## config.mk

```make
export PLATFORM = sky130hd
export DESIGN_NAME = string_key_value_table
export DESIGN_NICKNAME = d
export VERILOG_FILES = /design/src/rtl/core/skvt_pkg.sv /design/src/rtl/core/skvt_ram.sv /design/src/rtl/core/string_key_value_table.sv
export SDC_FILE = /design/constraint.sdc
export NUM_CORES = 2
export LEC_CHECK = 0
export ABC_AREA = 0
export BUFFER_PORTS_ARGS = -buffer_cell sky130_fd_sc_hd__buf_2
export CAP_MARGIN = 20
export CORE_MARGIN = 3
export CORE_UTILIZATION = 65
export CTS_BUF_LIST = sky130_fd_sc_hd__clkbuf_4
export CTS_CLUSTER_SIZE = 25
export DETAILED_ROUTE_END_ITERATION = 6
export PLACE_DENSITY = 0.86
export SLEW_MARGIN = 20
export SYNTH_ARGS = -nofsm -noshare
export SYNTH_HDL_FRONTEND = slang
export SYNTH_HIERARCHICAL = 1
export SYNTH_SLANG_ARGS = --single-unit
```

## constraint.sdc

```tcl
create_clock -name clk -period 8.32 [get_ports clk]
set_input_delay 1.664 -clock clk [delete_from_list [all_inputs] [get_ports clk]]
set_output_delay 1.664 -clock clk [all_outputs]
set_load 0.05 [all_outputs]
```

## src/rtl/core/skvt_pkg.sv

```systemverilog
`timescale 1ns / 1ps
// ----------------------------------------------------------------------------
// String key/value table package
// Shared constants, command and status codes, and the key normalization
// function for the string key/value table.
// ----------------------------------------------------------------------------
package skvt_pkg;

	// Default table geometry.
	localparam int TableEntriesDef = 16;
	localparam int KeyBytesDef     = 8;
	localparam int ValueBitsDef    = 32;

	// Field widths fixed by the port list.
	localparam int KeyTextBits  = 64;
	localparam int ValueOutBits = 32;
	localparam int UsedBits     = 5;

	typedef logic [1:0] cmd_t;
	typedef logic [1:0] status_t;

	// Command codes. The unused code behaves as a lookup.
	localparam cmd_t CMD_LOOKUP = 2'd0;
	localparam cmd_t CMD_INSERT = 2'd1;
	localparam cmd_t CMD_DELETE = 2'd2;

	// Result status codes.
	localparam status_t ST_DONE      = 2'd0;
	localparam status_t ST_DUPLICATE = 2'd1;
	localparam status_t ST_FULL      = 2'd2;
	localparam status_t ST_NOT_FOUND = 2'd3;

	localparam logic [7:0] NUL_BYTE = 8'h00;

	// Keep the bytes before the first null byte, within the first nbytes bytes.
	function automatic logic [KeyTextBits-1:0] normalize_key(
		input logic [KeyTextBits-1:0] raw,
		input int                     nbytes
	);
		logic [KeyTextBits-1:0] norm;
		logic                   ended;
		norm  = '0;
		ended = 1'b0;
		for (int b = 0; b < KeyTextBits / 8; b++) begin
			if (b >= nbytes || raw[8*b +: 8] == NUL_BYTE) begin
				ended = 1'b1;
			end
			if (!ended) begin
				norm[8*b +: 8] = raw[8*b +: 8];
			end
		end
		return norm;
	endfunction

endpackage

```

## src/rtl/core/skvt_ram.sv

```systemverilog
`timescale 1ns / 1ps
// ----------------------------------------------------------------------------
// Generic simple dual-port RAM
// One write port and one read port; read data is registered.
// ----------------------------------------------------------------------------
module skvt_ram #(
	parameter int WIDTH = 32,
	parameter int DEPTH = 16
) (
	input  logic                     clk,
	input  logic                     wr_en,
	input  logic [$clog2(DEPTH)-1:0] wr_addr,
	input  logic [WIDTH-1:0]         wr_data,
	input  logic [$clog2(DEPTH)-1:0] rd_addr,
	output logic [WIDTH-1:0]         rd_data
);

	logic [WIDTH-1:0] mem_q [DEPTH];
	logic [WIDTH-1:0] rd_data_q;

	// Storage array; contents are undefined until written.
	always_ff @(posedge clk) begin
		if (wr_en) begin
			mem_q[wr_addr] <= wr_data;
		end
		rd_data_q <= mem_q[rd_addr];
	end

	assign rd_data = rd_data_q;

endmodule

```

## src/rtl/core/string_key_value_table.sv

```systemverilog
`timescale 1ns / 1ps
// ----------------------------------------------------------------------------
// String key/value table
// Packed, insertion-ordered table of string keys and values with lookup,
// insert and delete by linear search over a key RAM and a value RAM.
// ----------------------------------------------------------------------------
//
// Channel   Handshake            Payload
// command   start in, busy out   command, key_text, value_in
// result    done out (strobe)    key_found, value_out, status, entries_used
//
// A command is taken at a rising edge with start high and busy low.
// The search reads one stored entry per cycle from the key and value RAMs.
// A delete that hits moves every later pair down one slot to close the gap,
// so the table stays packed in insertion order.
// The result is shown for one cycle with done high; the receiver cannot
// stall it. Reset empties the table at once; no clearing pass is needed.
//
module string_key_value_table #(
	parameter int TABLE_ENTRIES = skvt_pkg::TableEntriesDef,
	parameter int KEY_BYTES     = skvt_pkg::KeyBytesDef,
	parameter int VALUE_BITS    = skvt_pkg::ValueBitsDef
) (
	input  logic                              clk,
	input  logic                              arst_n,
	input  logic                              start,
	output logic                              busy,
	input  logic [1:0]                        command,
	input  logic [skvt_pkg::KeyTextBits-1:0]  key_text,
	input  logic [31:0]                       value_in,
	output logic                              done,
	output logic                              key_found,
	output logic [skvt_pkg::ValueOutBits-1:0] value_out,
	output logic [1:0]                        status,
	output logic [skvt_pkg::UsedBits-1:0]     entries_used
);
	import skvt_pkg::*;

	localparam int KW = KEY_BYTES * 8;
	localparam int AW = $clog2(TABLE_ENTRIES);
	localparam int CW = $clog2(TABLE_ENTRIES + 1);
	localparam int PW = CW + 1;

	typedef enum logic [1:0] {
		S_IDLE,
		S_SEARCH,
		S_SHIFT,
		S_MISS
	} fsm_t;

	fsm_t                  state_q;
	cmd_t                  cmd_q;
	logic [KW-1:0]         key_q;
	logic [VALUE_BITS-1:0] val_q;
	logic [AW-1:0]         ptr_q;
	logic [CW-1:0]         count_q;

	logic                    done_q;
	logic                    found_q;
	logic [ValueOutBits-1:0] vout_q;
	status_t                 status_q;

	// RAM ports.
	logic                  wr_en;
	logic [AW-1:0]         wr_addr;
	logic [KW-1:0]         key_wd;
	logic [VALUE_BITS-1:0] val_wd;
	logic [AW-1:0]         rd_addr;
	logic [KW-1:0]         rd_key;
	logic [VALUE_BITS-1:0] rd_val;

	logic [PW-1:0] nxt1;
	logic [PW-1:0] nxt2;
	logic [PW-1:0] count_w;
	logic          key_match;
	logic          table_full;
	logic [KW-1:0] key_norm;

	// Slot arithmetic is one bit wider than the count so it cannot wrap.
	assign nxt1       = PW'(ptr_q) + PW'(1);
	assign nxt2       = PW'(ptr_q) + PW'(2);
	assign count_w    = PW'(count_q);
	assign key_match  = (rd_key == key_q);
	assign table_full = (count_q == CW'(TABLE_ENTRIES));
	assign key_norm   = KW'(normalize_key(key_text, KEY_BYTES));

	// Read address: entry 0 on acceptance, the next entry while searching,
	// and the entry two ahead of the write slot while closing a gap.
	always_comb begin
		unique case (state_q)
			S_SEARCH: rd_addr = AW'(nxt1);
			S_SHIFT:  rd_addr = AW'(nxt2);
			default:  rd_addr = '0;
		endcase
	end

	// Write port: move entries down on delete, append on a successful insert.
	always_comb begin
		wr_en   = 1'b0;
		wr_addr = ptr_q;
		key_wd  = key_q;
		val_wd  = val_q;
		unique case (state_q)
			S_SHIFT: begin
				wr_en  = 1'b1;
				key_wd = rd_key;
				val_wd = rd_val;
			end
			S_MISS: begin
				wr_en   = (cmd_q == CMD_INSERT) && !table_full;
				wr_addr = count_q[AW-1:0];
			end
			default: begin
				wr_en = 1'b0;
			end
		endcase
	end

	skvt_ram #(
		.WIDTH(KW),
		.DEPTH(TABLE_ENTRIES)
	) u_key_ram (
		.clk    (clk),
		.wr_en  (wr_en),
		.wr_addr(wr_addr),
		.wr_data(key_wd),
		.rd_addr(rd_addr),
		.rd_data(rd_key)
	);

	skvt_ram #(
		.WIDTH(VALUE_BITS),
		.DEPTH(TABLE_ENTRIES)
	) u_value_ram (
		.clk    (clk),
		.wr_en  (wr_en),
		.wr_addr(wr_addr),
		.wr_data(val_wd),
		.rd_addr(rd_addr),
		.rd_data(rd_val)
	);

	// Sequencer: state, pointer, pair count and the registered result.
	always_ff @(posedge clk or negedge arst_n) begin
		if (!arst_n) begin
			state_q  <= S_IDLE;
			cmd_q    <= CMD_LOOKUP;
			key_q    <= '0;
			val_q    <= '0;
			ptr_q    <= '0;
			count_q  <= '0;
			done_q   <= 1'b0;
			found_q  <= 1'b0;
			vout_q   <= '0;
			status_q <= ST_DONE;
		end else begin
			done_q <= 1'b0;
			unique case (state_q)
				S_IDLE: begin
					if (start) begin
						cmd_q   <= command;
						key_q   <= key_norm;
						val_q   <= VALUE_BITS'(value_in);
						ptr_q   <= '0;
						state_q <= (count_q == '0) ? S_MISS : S_SEARCH;
					end
				end
				S_SEARCH: begin
					if (key_match) begin
						found_q  <= 1'b1;
						vout_q   <= '0;
						status_q <= ST_DONE;
						unique case (cmd_q)
							CMD_DELETE: begin
								if (nxt1 < count_w) begin
									state_q <= S_SHIFT;
								end else begin
									count_q <= count_q - CW'(1);
									done_q  <= 1'b1;
									state_q <= S_IDLE;
								end
							end
							CMD_INSERT: begin
								status_q <= ST_DUPLICATE;
								done_q   <= 1'b1;
								state_q  <= S_IDLE;
							end
							default: begin
								vout_q  <= ValueOutBits'(rd_val);
								done_q  <= 1'b1;
								state_q <= S_IDLE;
							end
						endcase
					end else if (nxt1 == count_w) begin
						state_q <= S_MISS;
					end else begin
						ptr_q <= AW'(nxt1);
					end
				end
				S_SHIFT: begin
					if (nxt2 < count_w) begin
						ptr_q <= AW'(nxt1);
					end else begin
						count_q <= count_q - CW'(1);
						done_q  <= 1'b1;
						state_q <= S_IDLE;
					end
				end
				S_MISS: begin
					found_q <= 1'b0;
					vout_q  <= '0;
					done_q  <= 1'b1;
					state_q <= S_IDLE;
					if (cmd_q == CMD_INSERT) begin
						if (table_full) begin
							status_q <= ST_FULL;
						end else begin
							status_q <= ST_DONE;
							count_q  <= count_q + CW'(1);
						end
					end else begin
						status_q <= ST_NOT_FOUND;
					end
				end
				default: begin
					state_q <= S_IDLE;
				end
			endcase
		end
	end

	assign busy         = (state_q != S_IDLE);
	assign done         = done_q;
	assign key_found    = found_q;
	assign value_out    = vout_q;
	assign status       = status_q;
	assign entries_used = UsedBits'(count_q);

	// The pair count never exceeds the table size.
	assert property (@(posedge clk) disable iff (!arst_n)
		count_q <= CW'(TABLE_ENTRIES))
		else $error("pair count above table size");

	// A write only lands inside the packed region or at its end.
	assert property (@(posedge clk) disable iff (!arst_n)
		wr_en |-> (CW'(wr_addr) <= count_q))
		else $error("RAM write outside packed region");

	// A successful insert grows the table by exactly one pair.
	assert property (@(posedge clk) disable iff (!arst_n)
		(done_q && cmd_q == CMD_INSERT && status_q == ST_DONE)
			|-> (count_q == CW'($past(count_q) + CW'(1))))
		else $error("insert did not add one pair");

	// A hit reports either completion or a duplicate insert.
	assert property (@(posedge clk) disable iff (!arst_n)
		(done_q && found_q) |-> (status_q == ST_DONE || status_q == ST_DUPLICATE))
		else $error("hit with miss status");

	// A result only follows work on a command.
	assert property (@(posedge clk) disable iff (!arst_n)
		done_q |-> $past(state_q != S_IDLE))
		else $error("result without a command in progress");

endmodule

```

== Yosys cells after proc, flatten, opt, wreduce, memory -nomap -nowiden ==
Memory sizes are Yosys's and may differ from the RTL's. A register that Yosys moved wholly into a read port is not among the register bits.
Cells that the tools add are included.
W data, S select, Z words.

* Register bits: 145
* Memories: 2
* Memory bits (writable): 1536
* Output and inout port bits: 42
* Word-level logic and storage cells: 117
* Input port bits: 101

* Equality and inequality tests: 19
* Reductions and logical operators: 22
* Add/subtract/negate cells: 4
* $lt $le $gt $ge: 2
* Multiplexer cells: 58

{| class="wikitable"
|+ Memory list
! memory !! words !! width !! read ports !! clocked after memory_dff !! wr ports !! RTL line !! RTL
|-
| u_key_ram.mem_q || 16 || 64 || 1 || 1 || 1 || skvt_ram.sv:18 || <nowiki>logic [WIDTH-1:0] mem_q [DEPTH];</nowiki>
|-
| u_value_ram.mem_q || 16 || 32 || 1 || 1 || 1 || skvt_ram.sv:18 ||
|}

{| class="wikitable"
|+ Operators by type and width
! kind !! count
|-
| $mux W32 || 3
|-
| $eq A64 B64 Y1 || 1
|-
| $logic_not A8 Y1 || 8
|-
| $mux W64 || 1
|-
| $mux W8 || 8
|-
| $pmux W32 S2 || 1
|-
| $mux W5 || 6
|-
| $mux W2 || 10
|-
| $mux W4 || 5
|-
| $ne A2 B2 Y1 const B || 9
|-
| $mux W1 || 16
|-
| $pmux W5 S3 || 1
|-
| $pmux W4 S3 || 1
|-
| $lt A5 B5 Y1 || 2
|-
| $pmux W2 S4 || 1
|-
| $pmux W4 S2 || 1
|-
| $reduce_and A7 Y1 || 1
|-
| $eq A2 B2 Y1 const B || 3
|-
| $reduce_bool A3 Y1 || 2
|-
| $add A4 B1 Y5 const B || 1
|-
| $add A4 B2 Y5 const B || 1
|-
| $add A5 B1 Y5 const B || 1
|-
| $eq A5 B5 Y1 || 1
|-
| $eq A5 B5 Y1 const B || 1
|-
| 16 further kinds || 20
|}

== Longest topological paths before layout ==
* Word-level depth: 10
* Depth in mapped cells: 12
* Depth with buffers taken out: 10

== Cells and area by module ==
The synthesis kept the hierarchy.

{| class="wikitable"
|+ Modules (own cells, without submodules)
! module !! cells an instance !! instances !! area each (um^2) !! seq. area each (um^2)
|-
| skvt_ram at u_key_ram || 1647 || 1 || 39581.7 || 32030.7
|-
| skvt_ram at u_value_ram || 838 || 1 || 19835.3 || 16015.4
|-
| string_key_value_table || 738 || 1 || 8508.2 || 3628.5
|}

== Least setup slack after synthesis ==
No wires, ideal clock.

* Path kind: register to register
* Start point: register state_q[0]
* End point: memory u_key_ram/mem_q[0][0] (netlist bit) (enable)
* Stages on the path, launching flop included: 8
* Path buffers: 2
* Slack: 1.283 ns
* Required time: 7.755 ns
* Arrival: 6.473 ns
* Library setup time: 0.565 ns
* Path through: dfrtp_1 -> inv_1 -> ha_1 -> clkbuf_1 -> clkbuf_1 -> o21bai_1 -> or3b_2 -> nor3_1

* Longest elaborated chain between the ends: 4
* Elaborated cells between the ends (all ways): 6
* Classes of those cells: 2 x eq/ne; 4 x mux

{| class="wikitable"
|+ Ends and longest elaborated chain
! item !! RTL line !! RTL
|-
| start, declared || string_key_value_table.sv:51 || <nowiki>fsm_t state_q;</nowiki>
|-
| start signal, assigned || string_key_value_table.sv:165 || <nowiki>state_q <= (count_q == '0) ? S_MISS : S_SEARCH;</nowiki>
|-
| $eq A2 B2 Y1 || string_key_value_table.sv:103 || <nowiki>unique case (state_q)</nowiki>
|-
| $pmux W1 S2 (*) || string_key_value_table.sv:103 ||
|-
| net wr_en || string_key_value_table.sv:64 || <nowiki>logic wr_en;</nowiki>
|-
| $mux W1 (*) || skvt_ram.sv:23 || <nowiki>if (wr_en) begin</nowiki>
|-
| $mux W1 (implied by the code) (*) || skvt_ram.sv:24 || <nowiki>mem_q[wr_addr] <= wr_data;</nowiki>
|-
| end, declared || skvt_ram.sv:18 ||
|}

Mark *: on every way through the listed nets, which the timed path passes. The rest lies on a longest branch.

== Final worst setup path ==
* Start point: register state_q[1]
* End point: memory u_key_ram/mem_q[12][2] (netlist bit) (enable)

Same word-level chain as after synthesis.

==> metrics.txt <==
status=complete, no violations; main combinational cell family by area after synthesis=multiplexers; Layout Nets=3805; Synth top area share=67.9%; critical path arrival=5870 ps; Post-synth top cells=edfxtp_1 (1536), mux4_2 (384), a22oi_1 (195); Synth Area in XOR/XNOR=less than 1%; Die H=329 um; Synth area leaders=edfxtp_1 (68%), mux4_2 (13%), dfrtp_1 (5.3%); total chip power=~0.030 W; drt wl/cell=30.5 um; Yosys warning total=6; Buf+Inv Stages, Crit Path=2; Post-synth ARST share=8.16%; RSZ-0062 raised after global routing=no; critical setup path kind=reg -> reg; top_reg_cell synth=edfxtp_1; Cell variety after synth=53; H-tree levels=5; max cap viols=0; Post-DP HPWL=86000 um; clock sinks=1777; clk_lat worst skew=~1300 ps; initial antenna violation count=5; CTS tree=built; most common cell in the synthesized netlist=edfxtp_1; CTS buffer count=426; via count=36700; max incr delay on CP=1020 ps; period utilisation layout=about 61%; cell row count=117; total gr overflow=0; first-pass GRT wire length=approximately 240000 um; Area Overhead vs Synth=11.8%; Die Footprint=roughly 110000 sq um; vias in the first global route=37900; Post-Synth Adder-Cell Area=less than 1%; routed vias/inst=approximately 6.8; CTS resizes=0; final WL=164000 um; Netlist Area Pre-Place=about 68000 sq um; # port buffers=142; crit path cell chain=ha_2, inv_1, o21bai_1, nand3_1, nor3_2, buf_4; Die W=approximately 330 um; largest net degree at the start of global routing=roughly 160; Post-route DRC=0; routability cong.=0.812; clk slew on worst S/H paths=70 ps; Syn Inst Count=roughly 3200; final std cells w/o fill=5399; crit path capture type=flop; Slew Limit Fails=0; CP max-delay cell=buf_4; number of synthesized flops with an enable pin=1536; sequential fraction of the synthesis area=76.1%; Total GRT Usage=between 30 and 40%; Crit Path Max Fanout=56; TritonRoute pass-1 iters=5; Fin. Hold Viols=0; clock root buffer=clkbuf_4; Largest delay share family, worst path=buffers and inverters; Clock Skews=142 ps; worst endpoint required time=9090 ps; initial core utilization=66.1%; cell leakage power=25.5 nW; Simple-Gate Fraction of Synth Area=2.02%; clock buffer depth=4; IR drop worst, VDD=about 0.44 mV; Syn Area/Cell=approximately 21 sq um; largest area contributor in the netlist=edfxtp_1; ANT nets after route=0; Max Freq=0.196 GHz; CTS hold repair buffers=0; synthesized flop and latch total=1777; Synth Area in Compound Gates=4.05%; Core Region=103000 sq um; mux cell area share after synthesis=15.1%; Post-CTS Setup Bufs=0; critical path launch point type=flop; Worst Hold Class=in -> async; Slew HR=14.4%; placed cell count=4619; min cycle time layout=5100 ps; Pwr Density=395 nW/um^2; io pins=approximately 140; setup TNS=0 ps; Worst Tran Pin Value=1270 ps; fraction of layout cells with a size suffix above 1=35.8%; final setup violation count=0; syn_nets=3348; DR iter-0 viols=5108
==> cell type report <==
class	instances	area, sq um
Antenna cell	1	2.50
Sequential cell	1777	51700
Clock buffer	629	4720
Inverter	15	56.3
Fill cell	5267	26800
Timing Repair Buffer	207	1310
Clock inverter	149	810
Multi-Input combinational cell	1253	15600
Tap cell	1368	1710
==> metrics by stage <==
step / area (sq um) / hold WS, ps / setup WS (ps) / util, %
2_1_floorplan: 67900 / 475 / 1280 / -
3_3_place_gp: 70300 / 488 / 3560 / 68.4
3_5_place_dp: 70300 / 490 / 3390 / 68.5
4_1_cts: 75900 / 449 / 3340 / 73.8
5_1_grt: 75900 / 472 / 3090 / 73.9
6_report: 75900 / 502 / 3220 / 73.9
==> placed cells by master, fill, tap and decap left out, types with 8 or more instances in the layout <==
master and n:
xor2_1 66, nand2_1 124, clkbuf_4 629, a22o_1 56, o2bb2ai_1 33, mux2_2 140, ha_1 20, a22oi_1 195
buf_2 141, a41oi_1 32, buf_4 53, edfxtp_1 1536, clkinv_2 13, inv_1 14, dfxtp_1 96, nor2b_1 36
clkinv_1 120, nor4_1 33, dfrtp_1 145, a21oi_1 8, mux4_2 384, nor2_4 25, bufinv_16 8
==> metal layers <==
layer | routed length (um) | vias up | track usage [%]
met1 | 55100 | 18500 | 41.4
met2 | 81600 | 2988 | 49.2
met3 | 20800 | 487 | 7.85
met4 | 7030 | 2 | 14.3
li1 | - | 14600 | -
met5 | 13 | - | 0
==> worst register-to-register path: stages (launching register included) <==
cell and delay [ps]:
dfrtp_1 420, ha_2 930, inv_1 400, o21bai_1 680
nand3_1 440, nor3_2 720, buf_4 1020
==> sequential cells by signal, summed over array words and instances (netlist names) <==
signal	flops
u_key_ram/mem_q	1024
u_value_ram/mem_q	512
key_q	64
u_key_ram/rd_data	64
u_value_ram/rd_data	32
val_q	32
value_out	32
entries_used	5
ptr_q	4
cmd_q	2
state_q	2
status	2
done	1
key_found	1
==> power by group <==
part,internal [W],total (W),switching [W]
combinational,0.00380,0.00955,0.00575
clock,0.00372,0.00711,0.00339
sequential,0.0125,0.0133,0.000787
==> kinds of logic after synthesis <==
family | Yosys count
flip-flops | 1777
AO/OA/AOI/OAI | 350
buffers and inverters | 193
adder cells (fa/ha/maj) | 24
multiplexers | 530
AND/OR/NAND/NOR | 278
XOR/XNOR | 71
==> worst paths after layout <==
kind                            start                     end  slack [ps]  cells past startpoint
max                        state_q[1]  u_key_ram/mem_q[12][2]        3220                      6
min                            arst_n               val_q[22]         500                      1
max reg2reg                state_q[1]  u_key_ram/mem_q[12][2]        3220                      6
min reg2reg                 val_q[28]               val_q[28]         510                      1
max in group asynchronous      arst_n               key_q[10]        6140                      2
min in group clk            val_q[28]               val_q[28]         510                      1
Note: power is estimated with default switching activity, not from simulation.
